`config.mk`:
```
export PLATFORM = sky130hd
export DESIGN_NAME = pmft_ctrl
export DESIGN_NICKNAME = d
export VERILOG_FILES = /design/src/rtl/core/pmft_pkg.sv /design/src/rtl/core/pmft_ctrl.sv
export SDC_FILE = /design/constraint.sdc
export NUM_CORES = 1
export LEC_CHECK = 0
export BUFFER_PORTS_ARGS = -buffer_cell sky130_fd_sc_hd__clkbuf_2
export CAP_MARGIN = 20
export CORE_AREA = 2 2 39 41
export CTS_BUF_LIST = sky130_fd_sc_hd__clkbuf_8 sky130_fd_sc_hd__clkbuf_16
export DETAILED_ROUTE_END_ITERATION = 7
export DIE_AREA = 0 0 41 43
export PLACE_DENSITY = 0.3
export SLEW_MARGIN = 20
export SYNTH_ARGS = -nofsm -noshare
export SYNTH_HDL_FRONTEND = slang
export SYNTH_SLANG_ARGS = --single-unit
```
`constraint.sdc`:
```
create_clock -name clock -period 1.75 [get_ports clock]
set_input_delay 0.175 -clock clock [delete_from_list [all_inputs] [get_ports clock]]
set_output_delay 0.175 -clock clock [all_outputs]
set_load 0.005 [all_outputs]
```
`src/rtl/core/pmft_pkg.sv`:
```
`default_nettype none
package pmft_pkg;

   localparam int POS_BITS = 11;
   localparam int SIZE_BITS = 11;
   localparam int DEPTH_DEF = 1024;
   localparam int VALUE_BITS_DEF = 64;

   typedef struct packed {
      logic load;
      logic issue;
      logic clr_step;
   } pmft_cmd_type;

   typedef struct packed {
      logic walk_active;
      logic clr_last;
      logic is_query;
   } pmft_status_type;

   // minus 1e18, or the most negative value when the word is too narrow
   function automatic logic signed [63:0] sentinel(input int vb);
      logic signed [63:0] s;
      if (vb >= 61) begin
         s = -64'sd1000000000000000000;
      end else begin
         s = -(64'sd1 <<< (vb - 1));
      end
      return s;
   endfunction

endpackage
`default_nettype wire

```
`src/rtl/core/pmft_ctrl.sv`:
```
`default_nettype none
module pmft_ctrl (
   input  wire logic                     clock,
   input  wire logic                     reset,
   input  wire logic                     start,
   input  wire pmft_pkg::pmft_status_type status,
   output pmft_pkg::pmft_cmd_type        cmd,
   output logic                          busy,
   output logic                          rsp_strobe
);

   localparam logic [2:0] ST_CLEAR = 3'd0;
   localparam logic [2:0] ST_IDLE  = 3'd1;
   localparam logic [2:0] ST_WALK  = 3'd2;
   localparam logic [2:0] ST_RESP  = 3'd3;

   logic [2:0] state_ff;
   logic [2:0] state_in;

   always_comb begin
      state_in     = state_ff;
      cmd.load     = 1'b0;
      cmd.issue    = 1'b0;
      cmd.clr_step = 1'b0;
      unique case (state_ff)
         ST_CLEAR: begin
            cmd.clr_step = 1'b1;
            if (status.clr_last) begin
               state_in = ST_IDLE;
            end
         end
         ST_IDLE: begin
            if (start) begin
               cmd.load = 1'b1;
               state_in = ST_WALK;
            end
         end
         ST_WALK: begin
            if (status.walk_active) begin
               cmd.issue = 1'b1;
            end else if (status.is_query) begin
               state_in = ST_RESP;
            end else begin
               state_in = ST_IDLE;
            end
         end
         ST_RESP: begin
            state_in = ST_IDLE;
         end
         default: begin
            state_in = ST_IDLE;
         end
      endcase
   end

   always_ff @(posedge clock) begin
      if (reset) begin
         state_ff <= ST_CLEAR;
      end else begin
         state_ff <= state_in;
      end
   end

   assign busy       = (state_ff != ST_IDLE);
   assign rsp_strobe = (state_ff == ST_RESP);

endmodule
`default_nettype wire

```
==> Word-level counts from Yosys, hierarchy flattened <==
Cells that the tools add are included.
{ "totals": {"regBits": 3, "latch_bits": 0, "ramBits": 0, "romBits": 0, "input_bits": 6, "output_inout_bits": 5, "elab_cells": 20, "n_memories": 0} }
{ "op_classes": {"add_sub_neg": 0, "n_mul": 0, "div_mod_pow": 0, "order_cmp": 0, "eq_ne": 7, "n_shift": 0, "mux": 10, "bitwise": 0, "n_reduce_logical": 2} }
{ "ops": {"columns": ["op", "n"], "rows": [
  ["$mux 3", 3],
  ["$pmux 3 s3", 1],
  ["$eq 3x2->1 const B", 2],
  ["$ne 2x2->1 const B", 3],
  ["$mux 1", 5],
  ["$eq 3x1->1 const B", 1],
  ["$logic_not 3->1", 1],
  ["$ne 3x1->1 const B", 1],
  ["$reduce_and 3->1", 1],
  ["$mux 2", 1]
]} }

==> Logic depth before layout (Yosys ltp) <==
Gate-level depths: netlist (run 1).
{ "depth": {"word_depth": 3, "ltp_mapped": 5, "mapped_depth_nobuf": 5} }

==> Worst setup path before layout (run 1) <==
OpenSTA, ideal clock, no wires.
{ "synth_path": {"path_kind": "register to register", "startpoint": "register state_ff[0]", "endpoint": "register state_ff[0]", "arrival_time_ns": 1.298, "required_time_ns": 1.629, "setup_slack_ns": 0.331, "path_stages_with_launch": 6, "n_path_buf": 0, "period_less_slack_ns": 1.419, "path_cell_list": "dfxtp_1 inv_1 ha_1 and2_4 a221oi_4 mux2_2"} }
{ "synth_between": {"elab_chain_cells": 3, "word_cells_on_any_way": 8} }
{ "synth_rtl": {"columns": ["element", "line", "text"], "rows": [
  ["start, declared", "pmft_ctrl.sv:17", "logic [2:0] state_ff;"],
  ["start signal, assigned", "pmft_ctrl.sv:60", "state_ff <= state_in;"],
  ["$eq 3x2->1 (tied with other cells)", "pmft_ctrl.sv:25", "unique case (state_ff)"],
  ["$ne 2x2->1 (no line)", null, null],
  ["$reduce_and 3->1 (no line)", null, null]
]} }
Parallel ways exist; a longest one is shown, timed or not.
A chain may end at the register's enable or synchronous reset.

==> Final worst setup path (run 1) <==
{ "layout_path": {"startpoint": "register state_ff[1]", "endpoint": "register state_ff[0]"} }
The elaborated chain is that of the path after synthesis.

==> metrics, run 1 <==
core area 1384 sq um; RD Place Congestion 0.6793; Hold Path Class in -> reg; Fill cells 158; min cycle time layout 1.518 ns; Post-route DRC 0; clock-pin transition on the worst setup and hold timing paths 0.03 ns; mean routed wirelength per cell 9.020 um; worst path buffer plus inverter count 1; Synth Register Bits 2; share of cells above drive strength 1 47.06%; maxcap violations 0; PD cells 1307 nW/um^2; Nets 46; multi-input logic area 138.9 sq um; largest net degree at the start of global routing 5; max reg flops 2; # clock sinks 2; unrepaired setup endpoints after global routing no; final setup vio count 0; Avg Vias per Cell 3.680; GR Overflow Total 0; TritonCTS clock tree yes; crit path max fanout 4; CP Class reg -> reg; crit-path cells inv_1, ha_1, a221oi_4, mux2_2; final-report max-slew violation count 0; antenna violation net count after detailed routing 0; Chip Width 41 um; status completed; final clock skew 0.005156 ns; Avg Cell Area, Syn 9.414 sq um; final period utilization 86.72%; Post-DP Area 267.8 sq um; Initial Util 14.29%; storage element area 40.04 sq um; WP data required 1.84 ns; via count 184; Post-CTS Hold Fix Bufs 0; Top delay family on crit path flip-flops; die height 43 um; slowest stage cell, crit path dfxtp_1; number of global-route vias before repair 187; worst-margin pin slew 0.2579 ns; # diodes 0; critical path launch point type flip-flop; PostCTS Resize Cnt 0; final wirelength 451 um; Synth Net Count 31; Core Rows 14; Leakage 0.1604 nW; I/O pin cnt 11; Biggest register state_ff; Synth Instances 21; Distinct cells, synth 11; IO buf count 10; htree depth 1; hpwl dp 393.1 um; Fmax achieved 658.9 MHz; critical path arrival 1.61 ns; max_slew headroom 82.81%; global-route wire length before repair 752 um; Tot Pwr 404.0 uW; GR Util All Layers 7.207%; initial DRC count 0; Max VDD drop 0.0005886 V; Bufs on Longest Clock Path 2; worst r2r path cells 4; endpoint type of the worst setup path flip-flop; Root Buffer clkbuf_8; yosys warns 0; Inserted Clock Buffers 3; Critical Path Stages 4; design area 309.0 sq um; Clk Latency, worst-skew pair 0.21 ns; Area Growth Syn to Fin 56.33%; biggest cell delay along the critical path 0.36 ns; DR pass1 iterations 1; Setup Buffers After CTS 0; Largest regs state_ff (2); Cell Area, Synth 197.7 sq um; Cells on Worst Hold Path 3; final hold viol count 0; Seq/Total Area, Yosys 20.25%; die area 1763 sq um; setup TNS 0 ns; initial antenna violation count 0
-- worst min-delay path, stage by stage --
cell and delay [ns]:
clkbuf_2 0.11, or2b_1 0.10, mux2i_1 0.06
-- Yosys cell counts --
library cell,instances,area share (%)
or2b_1,1,3.8
a21oi_1,1,2.5
dfxtp_1,2,20
mux2i_1,1,5.1
ha_1,4,25
a221oi_4,1,13
or3b_1,1,4.4
inv_1,5,9.5
mux2_2,1,5.7
nor2_1,3,5.7
and2_4,1,4.4
-- stage by stage --
step,setup slack (ns),util [%],std cells,hold slack (ns)
after floorplan,0.3314,-,21,0.3483
after global placement,0.1981,19.35,47,0.5167
after detailed placement,0.2270,19.35,47,0.5063
after CTS,0.2138,22.33,50,0.2880
after global routing,0.1226,22.33,50,0.3088
final,0.2324,22.33,50,0.2890
-- cell families (layout without fill, tap and decap cells) --
kind of cell,count (synthesis),in the layout,share of synthesized area [%]
AND/OR/NAND/NOR,6,6,18.36
AO/OA/AOI/OAI,2,2,15.82
multiplexers,2,2,10.76
adder cells (fa/ha/maj),4,4,25.32
flip-flops,2,2,20.25
buffers and inverters,5,18,9.495
-- power by group --
part	internal [mW]	switching [mW]	total, mW
clock network	0.145	0.0362	0.182
logic	0.0780	0.0776	0.156
registers	0.0576	0.00923	0.0668
total	0.281	0.123	0.404
-- path summary, 6_finish.rpt --
check / from / endpoint / slack [ns]
worst max-delay path: state_ff[1] / state_ff[0] / 0.23
worst min-delay path: reset / state_ff[1] / 0.29
worst max register to register: state_ff[1] / state_ff[0] / 0.23
worst min register to register: state_ff[1] / state_ff[1] / 0.60
-- metal layers --
metal  share of wire (%)  up-vias  GRT usage [%]
met5                   0        -              0
met4                   0        0          2.000
met3                  16        0          9.424
met2                  41       14          9.063
met1                  43       77          7.006
li1                    -       93              -
-- placed cells by master (no fill, tap or decap) --
master,n
clkbuf_2,10
dfxtp_1,2
mux2i_1,1
a21oi_1,1
clkbuf_8,3
or3b_1,1
a221oi_4,1
or2b_1,1
ha_1,4
nor2_1,3
and2_4,1
inv_1,5
mux2_2,1
-- final cells by class --
cell class	instances	share of cell area, %
flip-flops and latches	2	12.96
repair buffers	10	16.19
multi-input cells	14	44.94
well taps	16	6.478
inverters	5	6.073
clock buffers	3	13.36
Note: power is estimated with default switching activity, not from simulation.
==> run 2, diff against run 1 <==
--- a/config.mk
+++ b/config.mk
@@ -11,7 +11,6 @@
 export CTS_BUF_LIST = sky130_fd_sc_hd__clkbuf_8 sky130_fd_sc_hd__clkbuf_16
 export DETAILED_ROUTE_END_ITERATION = 7
 export DIE_AREA = 0 0 41 43
-export PLACE_DENSITY = 0.3
 export SLEW_MARGIN = 20
 export SYNTH_ARGS = -nofsm -noshare
 export SYNTH_HDL_FRONTEND = slang
==> run 2 against run 1 <==
Register-to-register slack improved by 0.02 ns. Cell area is the same. Clock skew decreased by 0.0043 ns. Non-clock buffer count is the same. Critical path type unchanged. Clock power about the same. Fmax grew 1.1%. Largest power group unchanged. Via count up 1.1%. Setup slack better by 0.017 ns. Die area is the same. Combinational power is 4% lower. Count of clock-buffer cells in the layout did not move.
==> metrics, run 2 (synthesized netlist as in run 1, its figures left out) <==
Inserted Clock Buffers 3 (unchanged); initial antenna violation count 0 (unchanged); core area 1384 sq um (unchanged); critical path launch point type flip-flop; die area 1763 sq um (unchanged); GR Overflow Total 0 (unchanged); antenna violation net count after detailed routing 0 (unchanged); storage element area 40.04 sq um (unchanged); htree depth 1 (unchanged); flop-to-flop setup slack 0.25 ns (+0.02 ns); worst r2r path cells 4 (unchanged); Bufs on Longest Clock Path 2 (unchanged); final hold viol count 0 (unchanged); Worst setup startpoint state_ff[1]; most common cell after layout, fill and taps aside clkbuf_2; Setup Buffers After CTS 0 (unchanged); Nets 46 (unchanged); CP Class reg -> reg; Post-route DRC 0 (unchanged); # clock sinks 2 (unchanged); max_slew headroom 84.05% (+1.2 points); Post-CTS Hold Fix Bufs 0 (unchanged); via count 186 (+1.1%); PD cells 1285 nW/um^2 (-1.7%); Post-DP Area 267.8 sq um (unchanged); final wirelength 421 um (-6.7%); # diodes 0 (unchanged); setup TNS 0 ns (unchanged); die height 43 um (unchanged); DP Worst Slack 0.2362 ns (+0.009223 ns); max reg flops 2 (unchanged); final-report max-slew violation count 0 (unchanged); Area Growth Syn to Fin 56.33% (unchanged); final clock skew 0.0009030 ns (-0.004253 ns); GR Util All Layers 5.906% (-1.3 points); initial DRC count 2 (+2); unrepaired setup endpoints after global routing no; endpoint type of the worst setup path flip-flop; commonest non-fill, non-tap cells in the layout clkbuf_2, inv_1, ha_1; Biggest register state_ff; Hold EP state_ff[1]; TritonCTS clock tree yes; number of global-route vias before repair 183 (-2.1%); final cell count without fillers 50 (unchanged); DR pass1 iterations 4 (+3); IO buf count 10 (unchanged); PostCTS Resize Cnt 0 (unchanged); final setup vio count 0 (unchanged); Fmax achieved 666.3 MHz (+1.1%); final period utilization 85.76% (-0.96 points); WP data required 1.84 ns (about the same); Leakage 0.1604 nW (unchanged); Chip Width 41 um (unchanged); maxcap violations 0 (unchanged); crit path max fanout 4 (unchanged); hold slack 0.2823 ns (-0.006711 ns); worst-margin pin slew 0.2393 ns (-0.01860 ns); Tot Pwr 397.1 uW (-1.7%); global-route wire length before repair 621 um (-17%); hpwl dp 366 um (-6.9%); largest net degree at the start of global routing 5 (unchanged); RR Endpoint state_ff[0]; Avg Vias per Cell 3.720 (+1.1%); Post-Place Cells 47 (unchanged); clock-pin transition on the worst setup and hold timing paths 0.03 ns (about the same); setup ws final 0.2493 ns (+0.01688 ns); Root Buffer clkbuf_8; Fill cells 155 (-1.9%); Core Rows 14 (unchanged); design area 309.0 sq um (unchanged); Largest regs state_ff (2); Clk Latency, worst-skew pair 0.21 ns (about the same); I/O pin cnt 11 (unchanged); worst r2r src state_ff[1]; share of cells above drive strength 1 47.06% (unchanged); status completed; mean routed wirelength per cell 8.420 um (-6.7%); hold path start reset; Hold Path Class in -> reg; multi-input logic area 138.9 sq um (unchanged); Final Util 22.33% (unchanged); Initial Util 14.29% (unchanged); Cells on Worst Hold Path 3 (unchanged); min cycle time layout 1.501 ns (-0.01687 ns); critical path arrival 1.59 ns (-0.02 ns); RD Place Congestion 0.6316 (-7.0%); Max VDD drop 0.0003699 V (-37%)
-- run 2: cell counts in the layout (fill, tap and decap cells not counted) --
No cell type changed its count.
-- run 2: worst max path at each step --
| stage | to | slack [ns] | depth (start not counted) |
|---|---|---|---|
| after global placement | state_ff[0] | 0.26 | 4 |
| after floorplan | state_ff[0] | 0.33 | 5 |
| after detailed placement | state_ff[0] | 0.24 | 4 |
| after global routing | state_ff[0] | 0.18 | 4 |
| final | state_ff[0] | 0.25 | 4 |
| after CTS | state_ff[0] | 0.23 | 4 |
-- run 2: cell type report --
class / instances / area share [%]
tap: 16 / 6.478
clock buffer: 3 / 13.36
multi-input combinational: 14 / 44.94
inverter: 5 / 6.073
timing repair buffer: 10 / 16.19
sequential: 2 / 12.96
-- run 2: worst max-delay path, stage by stage (launching register included) --
cell and delay, ns:
dfxtp_1 0.36, inv_1 0.08, ha_1 0.25, a221oi_4 0.32, mux2_2 0.37
-- run 2: power breakdown --
part	leakage [nW]	switching (mW)	total, mW	internal (mW)
sequential	0.0164	0.00908	0.0666	0.0576
combinational	0.122	0.0729	0.150	0.0775
clock	0.0216	0.0347	0.180	0.145
total	0.160	0.117	0.397	0.280
-- run 2: metal layers --
layer	vias up	routed length (um)	global-route usage (%)
li1	93	-	-
met1	87	137	5.096
met2	6	249	8.750
met3	0	34	1.571
met4	0	0	8.000
met5	-	0	0
